--- src/rtl/core/sm83_alu_with_flags_assert.svh ---
// Assertion macros for the SM83 ALU pipeline.
// Expects clk and rst_n in the scope of each use; no other dependencies.
`ifndef SM83_ALU_WITH_FLAGS_ASSERT_SVH
`define SM83_ALU_WITH_FLAGS_ASSERT_SVH

// Consequent checked in the same cycle as the antecedent.
`define SM83_ASSERT_NOW(lbl, ante, cons, msg) \
  lbl: assert property (@(posedge clk) disable iff (!rst_n) (ante) |-> (cons)) \
    else $error(msg);

// Consequent checked in the cycle after the antecedent.
`define SM83_ASSERT_NEXT(lbl, ante, cons, msg) \
  lbl: assert property (@(posedge clk) disable iff (!rst_n) (ante) |=> (cons)) \
    else $error(msg);

`endif

--- src/rtl/core/sm83_alu_pkg.sv ---
// Shared types and constants for the SM83 ALU pipeline.
// No dependencies; used by every module of the block, not by the interfaces.
`default_nettype none

package sm83_alu_pkg;

  typedef enum logic [4:0] {
    OP_ADD    = 5'd0,
    OP_ADC    = 5'd1,
    OP_SUB    = 5'd2,
    OP_SBC    = 5'd3,
    OP_AND    = 5'd4,
    OP_XOR    = 5'd5,
    OP_OR     = 5'd6,
    OP_CP     = 5'd7,
    OP_INC    = 5'd8,
    OP_DEC    = 5'd9,
    OP_DAA    = 5'd10,
    OP_CPL    = 5'd11,
    OP_SCF    = 5'd12,
    OP_CCF    = 5'd13,
    OP_RLC    = 5'd14,
    OP_RRC    = 5'd15,
    OP_RL     = 5'd16,
    OP_RR     = 5'd17,
    OP_SLA    = 5'd18,
    OP_SRA    = 5'd19,
    OP_SWAP   = 5'd20,
    OP_SRL    = 5'd21,
    OP_BIT    = 5'd22,
    OP_RES    = 5'd23,
    OP_SET    = 5'd24,
    OP_RLCA   = 5'd25,
    OP_RRCA   = 5'd26,
    OP_RLA    = 5'd27,
    OP_RRA    = 5'd28,
    OP_ADD16  = 5'd29,
    OP_ADD_SP = 5'd30
  } op_t;

  localparam logic [7:0] DAA_ADJ_LO   = 8'h06;
  localparam logic [7:0] DAA_ADJ_HI   = 8'h60;
  localparam logic [7:0] DAA_HI_LIMIT = 8'h99;
  localparam logic [3:0] DAA_LO_LIMIT = 4'h9;

  typedef struct packed {
    op_t         op;
    logic [15:0] left;
    logic [15:0] right;
    logic [2:0]  bit_index;
    logic        zi;
    logic        ni;
    logic        hi;
    logic        ci;
  } item_t;

  // Adder results, registered after the first stage
  typedef struct packed {
    item_t       item;
    logic [8:0]  add9;
    logic        add_h;
    logic [8:0]  sub9;
    logic        sub_h;
    logic [7:0]  inc8;
    logic [7:0]  dec8;
    logic [7:0]  daa8;
    logic        daa_c;
    logic [16:0] add17;
    logic        add16_h;
    logic [15:0] sp_sum;
    logic        sp_h;
    logic        sp_c;
  } arith_t;

  // Selected result, zero flag still to be resolved
  typedef struct packed {
    logic [15:0] result;
    logic [7:0]  zval;
    logic        z_calc;
    logic        z_fix;
    logic        n;
    logic        h;
    logic        c;
    logic        wide;
  } sel_t;

  typedef struct packed {
    logic [15:0] result;
    logic        zero;
    logic        sub;
    logic        half;
    logic        carry;
  } out_t;

endpackage

`default_nettype wire

--- src/rtl/core/sm83_alu_if.sv ---
// Valid/ready channel interfaces for the SM83 ALU: operation in, result out.
// Depends on nothing but the widths of the item fields.
`default_nettype none

interface sm83_alu_in_if;
  logic        valid;
  logic        ready;
  logic [4:0]  op;
  logic [15:0] left;
  logic [15:0] right;
  logic [2:0]  bit_index;
  logic        zero_in;
  logic        sub_in;
  logic        half_in;
  logic        carry_in;

  modport source (output valid, op, left, right, bit_index, zero_in, sub_in, half_in,
                  carry_in, input ready);
  modport sink (input valid, op, left, right, bit_index, zero_in, sub_in, half_in,
                carry_in, output ready);
endinterface

interface sm83_alu_out_if;
  logic        valid;
  logic        ready;
  logic [15:0] result;
  logic        zero_out;
  logic        sub_out;
  logic        half_out;
  logic        carry_out;

  modport source (output valid, result, zero_out, sub_out, half_out, carry_out,
                  input ready);
  modport sink (input valid, result, zero_out, sub_out, half_out, carry_out,
                output ready);
endinterface

`default_nettype wire

--- src/rtl/core/sm83_alu_exec.sv ---
// First pipeline stage of the SM83 ALU: all adders and the decimal adjust.
// Depends on sm83_alu_pkg.
`default_nettype none

module sm83_alu_exec (
  input  wire sm83_alu_pkg::item_t  item,
  output sm83_alu_pkg::arith_t      arith
);

  logic [7:0]  a;
  logic [7:0]  b;
  logic        cy;
  logic [4:0]  add_lo;
  logic [4:0]  sub_lo;
  logic [12:0] add12;
  logic [4:0]  sp_lo;
  logic [8:0]  sp_byte;
  logic        adj_lo;
  logic        adj_hi;
  logic [7:0]  adj;

  assign a  = item.left[7:0];
  assign b  = item.right[7:0];
  assign cy = ((item.op == sm83_alu_pkg::OP_ADC) || (item.op == sm83_alu_pkg::OP_SBC))
              & item.ci;

  assign add_lo  = {1'b0, a[3:0]} + {1'b0, b[3:0]} + {4'b0000, cy};
  assign sub_lo  = {1'b0, a[3:0]} - {1'b0, b[3:0]} - {4'b0000, cy};
  assign add12   = {1'b0, item.left[11:0]} + {1'b0, item.right[11:0]};
  assign sp_lo   = {1'b0, item.left[3:0]} + {1'b0, b[3:0]};
  assign sp_byte = {1'b0, item.left[7:0]} + {1'b0, b};

  // Decimal adjust works from the incoming N, H and C
  assign adj_lo = item.hi || (!item.ni && (a[3:0] > sm83_alu_pkg::DAA_LO_LIMIT));
  assign adj_hi = item.ci || (!item.ni && (a > sm83_alu_pkg::DAA_HI_LIMIT));
  assign adj    = (adj_lo ? sm83_alu_pkg::DAA_ADJ_LO : 8'h00)
                | (adj_hi ? sm83_alu_pkg::DAA_ADJ_HI : 8'h00);

  always_comb begin
    arith.item    = item;
    arith.add9    = {1'b0, a} + {1'b0, b} + {8'h00, cy};
    arith.add_h   = add_lo[4];
    arith.sub9    = {1'b0, a} - {1'b0, b} - {8'h00, cy};
    arith.sub_h   = sub_lo[4];
    arith.inc8    = a + 8'd1;
    arith.dec8    = a - 8'd1;
    arith.daa8    = item.ni ? (a - adj) : (a + adj);
    arith.daa_c   = adj_hi;
    arith.add17   = {1'b0, item.left} + {1'b0, item.right};
    arith.add16_h = add12[12];
    arith.sp_sum  = item.left + {{8{b[7]}}, b};
    arith.sp_h    = sp_lo[4];
    arith.sp_c    = sp_byte[8];
  end

endmodule

`default_nettype wire

--- src/rtl/core/sm83_alu_sel.sv ---
// Second pipeline stage of the SM83 ALU: result and flag selection per operation.
// Depends on sm83_alu_pkg; takes the registered adder results of sm83_alu_exec.
`default_nettype none

module sm83_alu_sel (
  input  wire sm83_alu_pkg::arith_t arith,
  output sm83_alu_pkg::sel_t        sel
);

  logic [7:0] a;
  logic [7:0] b;
  logic [7:0] mask;
  logic       zi;
  logic       ni;
  logic       hi;
  logic       ci;

  assign a    = arith.item.left[7:0];
  assign b    = arith.item.right[7:0];
  assign mask = 8'd1 << arith.item.bit_index;
  assign zi   = arith.item.zi;
  assign ni   = arith.item.ni;
  assign hi   = arith.item.hi;
  assign ci   = arith.item.ci;

  always_comb begin
    sel.result = {8'h00, a};
    sel.zval   = a;
    sel.z_calc = 1'b1;
    sel.z_fix  = 1'b0;
    sel.n      = 1'b0;
    sel.h      = 1'b0;
    sel.c      = 1'b0;
    sel.wide   = 1'b0;
    case (arith.item.op)
      sm83_alu_pkg::OP_ADD, sm83_alu_pkg::OP_ADC: begin
        sel.result[7:0] = arith.add9[7:0];
        sel.h           = arith.add_h;
        sel.c           = arith.add9[8];
      end
      sm83_alu_pkg::OP_SUB, sm83_alu_pkg::OP_SBC: begin
        sel.result[7:0] = arith.sub9[7:0];
        sel.n           = 1'b1;
        sel.h           = arith.sub_h;
        sel.c           = arith.sub9[8];
      end
      sm83_alu_pkg::OP_CP: begin
        // keep the accumulator, flag the difference
        sel.zval = arith.sub9[7:0];
        sel.n    = 1'b1;
        sel.h    = arith.sub_h;
        sel.c    = arith.sub9[8];
      end
      sm83_alu_pkg::OP_AND: begin
        sel.result[7:0] = a & b;
        sel.h           = 1'b1;
      end
      sm83_alu_pkg::OP_XOR: sel.result[7:0] = a ^ b;
      sm83_alu_pkg::OP_OR:  sel.result[7:0] = a | b;
      sm83_alu_pkg::OP_INC: begin
        sel.result[7:0] = arith.inc8;
        sel.h           = (a[3:0] == 4'hF);
        sel.c           = ci;
      end
      sm83_alu_pkg::OP_DEC: begin
        sel.result[7:0] = arith.dec8;
        sel.n           = 1'b1;
        sel.h           = (a[3:0] == 4'h0);
        sel.c           = ci;
      end
      sm83_alu_pkg::OP_DAA: begin
        sel.result[7:0] = arith.daa8;
        sel.n           = ni;
        sel.c           = arith.daa_c;
      end
      sm83_alu_pkg::OP_CPL: begin
        sel.result[7:0] = ~a;
        sel.z_calc      = 1'b0;
        sel.z_fix       = zi;
        sel.n           = 1'b1;
        sel.h           = 1'b1;
        sel.c           = ci;
      end
      sm83_alu_pkg::OP_SCF: begin
        sel.z_calc = 1'b0;
        sel.z_fix  = zi;
        sel.c      = 1'b1;
      end
      sm83_alu_pkg::OP_CCF: begin
        sel.z_calc = 1'b0;
        sel.z_fix  = zi;
        sel.c      = ~ci;
      end
      sm83_alu_pkg::OP_RLC, sm83_alu_pkg::OP_RLCA: begin
        sel.result[7:0] = {a[6:0], a[7]};
        sel.z_calc      = (arith.item.op == sm83_alu_pkg::OP_RLC);
        sel.c           = a[7];
      end
      sm83_alu_pkg::OP_RRC, sm83_alu_pkg::OP_RRCA: begin
        sel.result[7:0] = {a[0], a[7:1]};
        sel.z_calc      = (arith.item.op == sm83_alu_pkg::OP_RRC);
        sel.c           = a[0];
      end
      sm83_alu_pkg::OP_RL, sm83_alu_pkg::OP_RLA: begin
        sel.result[7:0] = {a[6:0], ci};
        sel.z_calc      = (arith.item.op == sm83_alu_pkg::OP_RL);
        sel.c           = a[7];
      end
      sm83_alu_pkg::OP_RR, sm83_alu_pkg::OP_RRA: begin
        sel.result[7:0] = {ci, a[7:1]};
        sel.z_calc      = (arith.item.op == sm83_alu_pkg::OP_RR);
        sel.c           = a[0];
      end
      sm83_alu_pkg::OP_SLA: begin
        sel.result[7:0] = {a[6:0], 1'b0};
        sel.c           = a[7];
      end
      sm83_alu_pkg::OP_SRA: begin
        sel.result[7:0] = {a[7], a[7:1]};
        sel.c           = a[0];
      end
      sm83_alu_pkg::OP_SWAP: sel.result[7:0] = {a[3:0], a[7:4]};
      sm83_alu_pkg::OP_SRL: begin
        sel.result[7:0] = {1'b0, a[7:1]};
        sel.c           = a[0];
      end
      sm83_alu_pkg::OP_BIT: begin
        sel.z_calc = 1'b0;
        sel.z_fix  = ~|(a & mask);
        sel.h      = 1'b1;
        sel.c      = ci;
      end
      sm83_alu_pkg::OP_RES, sm83_alu_pkg::OP_SET: begin
        sel.result[7:0] = (arith.item.op == sm83_alu_pkg::OP_SET) ? (a | mask)
                                                                  : (a & ~mask);
        sel.z_calc      = 1'b0;
        sel.z_fix       = zi;
        sel.n           = ni;
        sel.h           = hi;
        sel.c           = ci;
      end
      sm83_alu_pkg::OP_ADD16: begin
        sel.result = arith.add17[15:0];
        sel.z_calc = 1'b0;
        sel.z_fix  = zi;
        sel.h      = arith.add16_h;
        sel.c      = arith.add17[16];
        sel.wide   = 1'b1;
      end
      sm83_alu_pkg::OP_ADD_SP: begin
        sel.result = arith.sp_sum;
        sel.z_calc = 1'b0;
        sel.h      = arith.sp_h;
        sel.c      = arith.sp_c;
        sel.wide   = 1'b1;
      end
      default: begin
        // unknown code: pass the operand and flags through
        sel.result = arith.item.left;
        sel.z_calc = 1'b0;
        sel.z_fix  = zi;
        sel.n      = ni;
        sel.h      = hi;
        sel.c      = ci;
        sel.wide   = 1'b1;
      end
    endcase
    // zero flag follows the byte result; cp keeps its difference instead
    if (arith.item.op != sm83_alu_pkg::OP_CP) begin
      sel.zval = sel.result[7:0];
    end
  end

endmodule

`default_nettype wire

--- src/rtl/core/sm83_alu_with_flags.sv ---
// SM83 8-bit ALU with flags, three register stages: adders, select, zero flag.
// An accepted item passes the adder, select and zero-flag registers in that order.
// Throughput: one item per cycle; each stage holds under back-pressure and
// takes a new item as soon as the stage after it moves on.
// Reset (rst_n low, synchronous) clears the stage valid bits only.
// Depends on sm83_alu_pkg, sm83_alu_if, sm83_alu_exec and sm83_alu_sel.
`default_nettype none
`include "sm83_alu_with_flags_assert.svh"

module sm83_alu_with_flags (
  input  wire logic           clk,
  input  wire logic           rst_n,
  sm83_alu_in_if.sink         in_ch,
  sm83_alu_out_if.source      out_ch
);

  sm83_alu_pkg::item_t  item;
  sm83_alu_pkg::arith_t s1_nxt;
  sm83_alu_pkg::arith_t s1_r;
  sm83_alu_pkg::sel_t   s2_nxt;
  sm83_alu_pkg::sel_t   s2_r;
  sm83_alu_pkg::out_t   out_nxt;
  sm83_alu_pkg::out_t   out_r;

  logic v1_r, v1_nxt;
  logic v2_r, v2_nxt;
  logic v3_r, v3_nxt;
  logic acc1, acc2, acc3;

  assign item.op        = sm83_alu_pkg::op_t'(in_ch.op);
  assign item.left      = in_ch.left;
  assign item.right     = in_ch.right;
  assign item.bit_index = in_ch.bit_index;
  assign item.zi        = in_ch.zero_in;
  assign item.ni        = in_ch.sub_in;
  assign item.hi        = in_ch.half_in;
  assign item.ci        = in_ch.carry_in;

  sm83_alu_exec u_exec (
    .item  (item),
    .arith (s1_nxt)
  );

  sm83_alu_sel u_sel (
    .arith (s1_r),
    .sel   (s2_nxt)
  );

  always_comb begin
    out_nxt.result = s2_r.result;
    out_nxt.zero   = s2_r.z_calc ? (s2_r.zval == 8'h00) : s2_r.z_fix;
    out_nxt.sub    = s2_r.n;
    out_nxt.half   = s2_r.h;
    out_nxt.carry  = s2_r.c;
  end

  // A stage takes a new item when it is empty or its item moves on
  assign acc3 = !v3_r || out_ch.ready;
  assign acc2 = !v2_r || acc3;
  assign acc1 = !v1_r || acc2;

  assign in_ch.ready = acc1;

  always_comb begin
    v1_nxt = acc1 ? in_ch.valid : v1_r;
    v2_nxt = acc2 ? v1_r : v2_r;
    v3_nxt = acc3 ? v2_r : v3_r;
  end

  always_ff @(posedge clk) begin
    if (!rst_n) begin
      v1_r <= 1'b0;
      v2_r <= 1'b0;
      v3_r <= 1'b0;
    end else begin
      v1_r <= v1_nxt;
      v2_r <= v2_nxt;
      v3_r <= v3_nxt;
    end
  end

  always_ff @(posedge clk) begin
    if (acc1 && in_ch.valid) begin
      s1_r <= s1_nxt;
    end
    if (acc2 && v1_r) begin
      s2_r <= s2_nxt;
    end
    if (acc3 && v2_r) begin
      out_r <= out_nxt;
    end
  end

  assign out_ch.valid     = v3_r;
  assign out_ch.result    = out_r.result;
  assign out_ch.zero_out  = out_r.zero;
  assign out_ch.sub_out   = out_r.sub;
  assign out_ch.half_out  = out_r.half;
  assign out_ch.carry_out = out_r.carry;

  `SM83_ASSERT_NEXT(a_enter_s1, in_ch.valid && acc1, v1_r,
                    "accepted item missing from first stage")
  `SM83_ASSERT_NEXT(a_adv_s2, v1_r && acc2, v2_r,
                    "item lost between first and second stage")
  `SM83_ASSERT_NEXT(a_hold_s2, v2_r && !acc3, v2_r && $stable(s2_r),
                    "second stage changed while stalled")
  `SM83_ASSERT_NOW(a_byte_ops, v2_r && !s2_r.wide, s2_r.result[15:8] == 8'h00,
                   "byte operation produced a non-zero high byte")

endmodule

`default_nettype wire

--- src/flat_wrapper.sv ---
// flat-port wrapper written by rule: the top's interface ports become plain ports
module sm83_alu_with_flags_flat 
  (clk, rst_n, in_ch_valid, in_ch_op, in_ch_left, in_ch_right, in_ch_bit_index, in_ch_zero_in, in_ch_sub_in, in_ch_half_in, in_ch_carry_in, in_ch_ready, out_ch_valid, out_ch_result, out_ch_zero_out, out_ch_sub_out, out_ch_half_out, out_ch_carry_out, out_ch_ready);
  sm83_alu_in_if in_ch_i ();
  sm83_alu_out_if out_ch_i ();
  input  wire logic clk;
  input  wire logic rst_n;
  input wire logic [$bits(in_ch_i.valid)-1:0] in_ch_valid;
  input wire logic [$bits(in_ch_i.op)-1:0] in_ch_op;
  input wire logic [$bits(in_ch_i.left)-1:0] in_ch_left;
  input wire logic [$bits(in_ch_i.right)-1:0] in_ch_right;
  input wire logic [$bits(in_ch_i.bit_index)-1:0] in_ch_bit_index;
  input wire logic [$bits(in_ch_i.zero_in)-1:0] in_ch_zero_in;
  input wire logic [$bits(in_ch_i.sub_in)-1:0] in_ch_sub_in;
  input wire logic [$bits(in_ch_i.half_in)-1:0] in_ch_half_in;
  input wire logic [$bits(in_ch_i.carry_in)-1:0] in_ch_carry_in;
  output wire logic [$bits(in_ch_i.ready)-1:0] in_ch_ready;
  output wire logic [$bits(out_ch_i.valid)-1:0] out_ch_valid;
  output wire logic [$bits(out_ch_i.result)-1:0] out_ch_result;
  output wire logic [$bits(out_ch_i.zero_out)-1:0] out_ch_zero_out;
  output wire logic [$bits(out_ch_i.sub_out)-1:0] out_ch_sub_out;
  output wire logic [$bits(out_ch_i.half_out)-1:0] out_ch_half_out;
  output wire logic [$bits(out_ch_i.carry_out)-1:0] out_ch_carry_out;
  input wire logic [$bits(out_ch_i.ready)-1:0] out_ch_ready;
  assign in_ch_i.valid = in_ch_valid;
  assign in_ch_i.op = in_ch_op;
  assign in_ch_i.left = in_ch_left;
  assign in_ch_i.right = in_ch_right;
  assign in_ch_i.bit_index = in_ch_bit_index;
  assign in_ch_i.zero_in = in_ch_zero_in;
  assign in_ch_i.sub_in = in_ch_sub_in;
  assign in_ch_i.half_in = in_ch_half_in;
  assign in_ch_i.carry_in = in_ch_carry_in;
  assign in_ch_ready = in_ch_i.ready;
  assign out_ch_valid = out_ch_i.valid;
  assign out_ch_result = out_ch_i.result;
  assign out_ch_zero_out = out_ch_i.zero_out;
  assign out_ch_sub_out = out_ch_i.sub_out;
  assign out_ch_half_out = out_ch_i.half_out;
  assign out_ch_carry_out = out_ch_i.carry_out;
  assign out_ch_i.ready = out_ch_ready;
  sm83_alu_with_flags u_core (.clk(clk), .rst_n(rst_n), .in_ch(in_ch_i), .out_ch(out_ch_i));
endmodule
--- config.mk ---
export PLATFORM = sky130hd
export DESIGN_NAME = sm83_alu_with_flags_flat
export DESIGN_NICKNAME = d
export VERILOG_FILES = /design/src/rtl/core/sm83_alu_pkg.sv /design/src/rtl/core/sm83_alu_if.sv /design/src/rtl/core/sm83_alu_exec.sv /design/src/rtl/core/sm83_alu_sel.sv /design/src/rtl/core/sm83_alu_with_flags.sv /design/src/flat_wrapper.sv
export VERILOG_INCLUDE_DIRS = /design/src /design/src/rtl/core
export SDC_FILE = /design/constraint.sdc
export NUM_CORES = 1
export LEC_CHECK = 0
export ABC_CLOCK_PERIOD_IN_PS = 3810
export BUFFER_PORTS_ARGS = -buffer_cell sky130_fd_sc_hd__clkbuf_2
export CAP_MARGIN = 15
export CORE_ASPECT_RATIO = 2
export CORE_MARGIN = 4
export CORE_UTILIZATION = 56
export DETAILED_ROUTE_END_ITERATION = 12
export PLACE_DENSITY_LB_ADDON = 0.3
export RECOVER_POWER = 50
export REMOVE_ABC_BUFFERS = 1
export SLEW_MARGIN = 15
export SYNTH_ARGS = -nofsm -noshare
export SYNTH_HDL_FRONTEND = slang
export SYNTH_HIERARCHICAL = 1
export SYNTH_SLANG_ARGS = --single-unit
--- constraint.sdc ---
create_clock -name clk -period 3.81 [get_ports clk]
set_input_delay 0.1905 -clock clk [delete_from_list [all_inputs] [get_ports clk]]
set_output_delay 0.1905 -clock clk [all_outputs]
set_load 0.02 [all_outputs]
# == Word-level counts from Yosys, hierarchy flattened ==
# Cells that the tools add are included.
# word_totals
reg_bits,169
out_inout_bits,22
word_cells,151
# op_classes
n_addsub,15
magnitude_cmp,2
n_eq_ne,34
shift,1
n_mux,14
n_bitwise,11
n_reduce_logical,38
# op_table
operator,count
case mux 8 bit (20 select lines),1
equality test 5 bit (second input constant),15
equality test 5 x 4 -> 1 bit (second input constant),8
2-to-1 mux 8 bit,4
OR reduction 29 bit,1
AND 8 bit,3
case mux 8 bit (3 select lines),1
OR reduction 24 bit,1
OR reduction 23 bit,1
equality test 5 x 3 -> 1 bit (second input constant),4
adder 16 x 16 -> 17 bit,1
OR reduction 17 bit,1
adder 16 bit,1
inverter 8 bit,2
OR 8 bit,2
equality test 5 x 2 -> 1 bit (second input constant),3
OR reduction 15 bit,1
OR reduction 2 bit,7
adder 12 x 12 -> 13 bit,1
equality test 5 x 1 -> 1 bit (second input constant),2
case mux 1 bit (10 select lines),1
OR reduction 5 bit,2
adder 8 x 8 -> 9 bit,1
adder 9 x 1 -> 9 bit,1
other kinds (35),50

# == Logic depth before layout (Yosys ltp) ==
# depth
depth_word,7
ltp_mapped,16
ltp_nobuf,16

# == Hierarchy ==
# The synthesis kept the hierarchy.
# modules_own_cells
module,instances,cells_each,area_each_um2
sm83_alu_with_flags,1,193,5400.2
sm83_alu_sel,1,463,3103.0
sm83_alu_exec,1,406,2936.6

# == Worst setup path after synthesis ==
# No wires, ideal clock.
# synth_path
path_type,register to register
from,"register u_core.v3_r, in the netlist u_core/out_ch.valid"
to,"register u_core/s1_r[0] (netlist name), enable pin"
setup_ns,0.499
arrival_time_ns,3.512
required_ns,3.311
path_slack_ns,-0.201
stages_incl_launch_ff,3
path_buffers,0
synth_period_minus_slack_ns,4.011
path_cell_list,dfxtp_1 nand4b_2 and2_1
# synth_between
elab_chain_len,5
# synth_rtl
element,line_no,source
"start, declared",sm83_alu_with_flags.sv:27,"logic v3_r, v3_nxt;"
"start signal, assigned",sm83_alu_with_flags.sv:78,v3_r <= v3_nxt;
logical NOT 1 bit,sm83_alu_with_flags.sv:58,assign acc3 = !v3_r || out_ch.ready;
logical OR 1 bit,sm83_alu_with_flags.sv:58,
logical OR 1 bit,sm83_alu_with_flags.sv:59,assign acc2 = !v2_r || acc3;
logical OR 1 bit,sm83_alu_with_flags.sv:60,assign acc1 = !v1_r || acc2;
via in_ch_ready,flat_wrapper.sv:17,output wire logic [$bits(in_ch_i.ready)-1:0] in_ch_ready;
logical AND 1 bit,sm83_alu_with_flags.sv:83,if (acc1 && in_ch.valid) begin
"end signal, assigned",sm83_alu_with_flags.sv:84,s1_r <= s1_nxt;
"end, declared",sm83_alu_with_flags.sv:19,sm83_alu_pkg::arith_t s1_r;
# The timed path passes the listed nets, and every way through them passes these cells.
# A chain may end at the register's enable or synchronous reset.

==> run metrics <==
CP endpoint kind=register; YS warnings=6; RSZ-0062 raised after global routing=false; CTS tree=built; final core occ=62.76%; P_int=0.003607 W; Vias=8524; share of total power in sequential cells=46.5%; Syn Inst Count=1045; pin count of the biggest net entering global routing=60; clock latency on the worst-skew pair=0.45 ns; final net count=1211; post-DR wirelength/cell=25.36 um; chip width=107.7 um; I/O pin total=70; post-CTS resize count=0; filler cell count=1637; Max Root-Sink Buffers=2; clock-pin slew on the worst setup and hold paths=0.07 ns; PwrDens=414.8 nW/um2; aggregate global routing overflow=0; total power=0.005065 W; Sink Count=169; Post-DRT Antenna Nets=0; first-pass GRT wire length=52670 um; Post-DP HPWL=26410 um; WHS Endpoint=u_core/v2_r; share of cells above drive strength 1=12.67%; Routed Wire Length=34590 um; mapped cell area=11140 um2; Max Fclk=326.0 MHz; antenna violations before repair=0; R2R cell count=8; Pins Over Slew Limit=0; Initial Utilization=57.23%; Clock Skew=0.009533 ns; DR iter-0 viols=557; die area=22340 um2; Pre-antenna DRT Iters=5; vias per cell=6.249; n_diodes=0; reg2reg start=u_core/s1_r[120]; core area=19460 um2; HP Start=out_ch_ready; Sw Pwr=0.001458 W; Routability Congestion=1.063; # hold bufs at CTS=24; Worst Hold Path Cells=3; Critical R2R Capture=u_core/s2_r[8]; critical path type=in2reg; setup tns final=0 ns; Cell Rows=72; post-CTS setup repair buffer count=0; leak pwr=4.609 nW; root buffer cell=clkbuf_16; period utilization=80.52%; Tightest Hold Check Type=in2reg; area growth from synthesis to layout=9.663%; global-route usage over all layers=32.04%; total of max-cap violations=0; min Tclk post-route=3.068 ns; status=completed; Rel. slew slack=1.352%; worst-margin pin slew=1.480 ns; Comb pwr share=19.0%; Worst VDD drop=0.3268 mV; switch share=28.79%; Arr. time, crit path=3.25 ns; final hold viol count=0; port bufs=69; Synth Area per Inst=10.66 um2; Die H=207.4 um; TritonCTS Buffers=17; # setup viols final=0; setup slack, reg-to-reg=0.75 ns; Setup crit start kind=input port; Crit Path Max Fanout=2; worst endpoint required time=3.99 ns; DRC Markers=0; htree depth=4; vias in the first global route=8917; share of power burned in the clock network=34.4%
==> registers in the layout, summed over array words and instances (netlist names) <==
| register | cells |
|---|---|
| u_core/out_ch.carry_out | 1 |
| u_core/out_ch.half_out | 1 |
| u_core/out_ch.result | 16 |
| u_core/out_ch.sub_out | 1 |
| u_core/out_ch.valid | 1 |
| u_core/out_ch.zero_out | 1 |
| u_core/out_nxt | 19 |
| u_core/s1_r | 117 |
| u_core/s2_r | 10 |
| u_core/v1_r | 1 |
| u_core/v2_r | 1 |
==> worst max path at each step <==
| stage | start | endpoint | slack, ns | depth (start not counted) |
|---|---|---|---|---|
| floorplan | u_core/out_ch.valid | u_core/s1_r[0] | -0.01 | 2 |
| global placement | in_ch_left[1] | u_core/s1_r[44] | 0.65 | 16 |
| detailed placement | in_ch_left[1] | u_core/s1_r[44] | 0.58 | 14 |
| CTS | u_core/s1_r[120] | u_core/s2_r[8] | 0.85 | 8 |
| global route | in_ch_left[1] | u_core/s1_r[44] | 0.49 | 16 |
| finish | in_ch_op[3] | u_core/s1_r[69] | 0.74 | 12 |
==> power groups by stage <==
stage / Sequential, W / Combinational, W / Clock, W
3_3_place_gp: 0.00239 / 0.000912 / 0
6_report: 0.00236 / 0.000963 / 0.00174
4_1_cts: 0.00235 / 0.000955 / 0.00177
5_1_grt: 0.00237 / 0.00105 / 0.00186
3_5_place_dp: 0.00239 / 0.000931 / 0
2_1_floorplan: 0.00238 / 0.000586 / 0
==> cell usage in the layout (no fill, tap or decap), types with 14 or more instances in the layout <==
master,n
mux2i_1,22
clkbuf_16,17
nand2_1,50
xor2_1,14
nor2b_1,20
a22oi_1,18
nor2_1,83
nor3_1,36
nand3_1,27
ha_1,67
xnor2_1,31
inv_1,64
dlygate4sd3_1,25
a21oi_1,41
clkbuf_2,15
edfxtp_1,166
mux2_2,15
buf_4,35
clkbuf_1,55
o21ai_0,38
==> routing by layer <==
metal  track usage (%)  up-vias  routed length (um)
met3             5.945      164                1943
met1             31.94     4043               11230
met4             26.85        0                3616
li1                  -     3940                   -
met2             55.72      377               17800
met5                 0        -                   0
==> area by class of cell <==
type | count | area [um2] | area share (%)
sequential | 169 | 5045 | 41.31
multi-input combinational | 707 | 5169 | 42.33
clock inverter | 14 | 163.9 | 1.342
timing repair buffer | 132 | 834.6 | 6.834
clock buffer | 17 | 425.4 | 3.484
inverter | 66 | 250.2 | 2.049
tap | 259 | 324.1 | 2.654
==> per-stage QoR <==
stage	setup WS (ns)	hold slack [ns]	cell area, um2	cells
final	0.7423	0.06581	12210	1364
after global routing	0.4874	0.08715	12210	1364
after CTS	0.8496	0.001226	12280	1363
after detailed placement	0.5775	0.3691	11450	1308
after global placement	0.6466	0.3715	11450	1308
after floorplan	-0.01239	0.2894	10450	942
==> worst max-delay path, stage by stage <==
cell and delay [ns]:
dlygate4sd3_1 0.54, clkbuf_1 0.11, nor2_1 0.09, and4b_1 0.27, fa_1 0.47, ha_1 0.19
o21ai_0 0.39, a31oi_1 0.17, o21ai_0 0.28, a21boi_0 0.21, mux2i_1 0.19, o2111ai_1 0.14
Power figures use the tool's default switching activity.
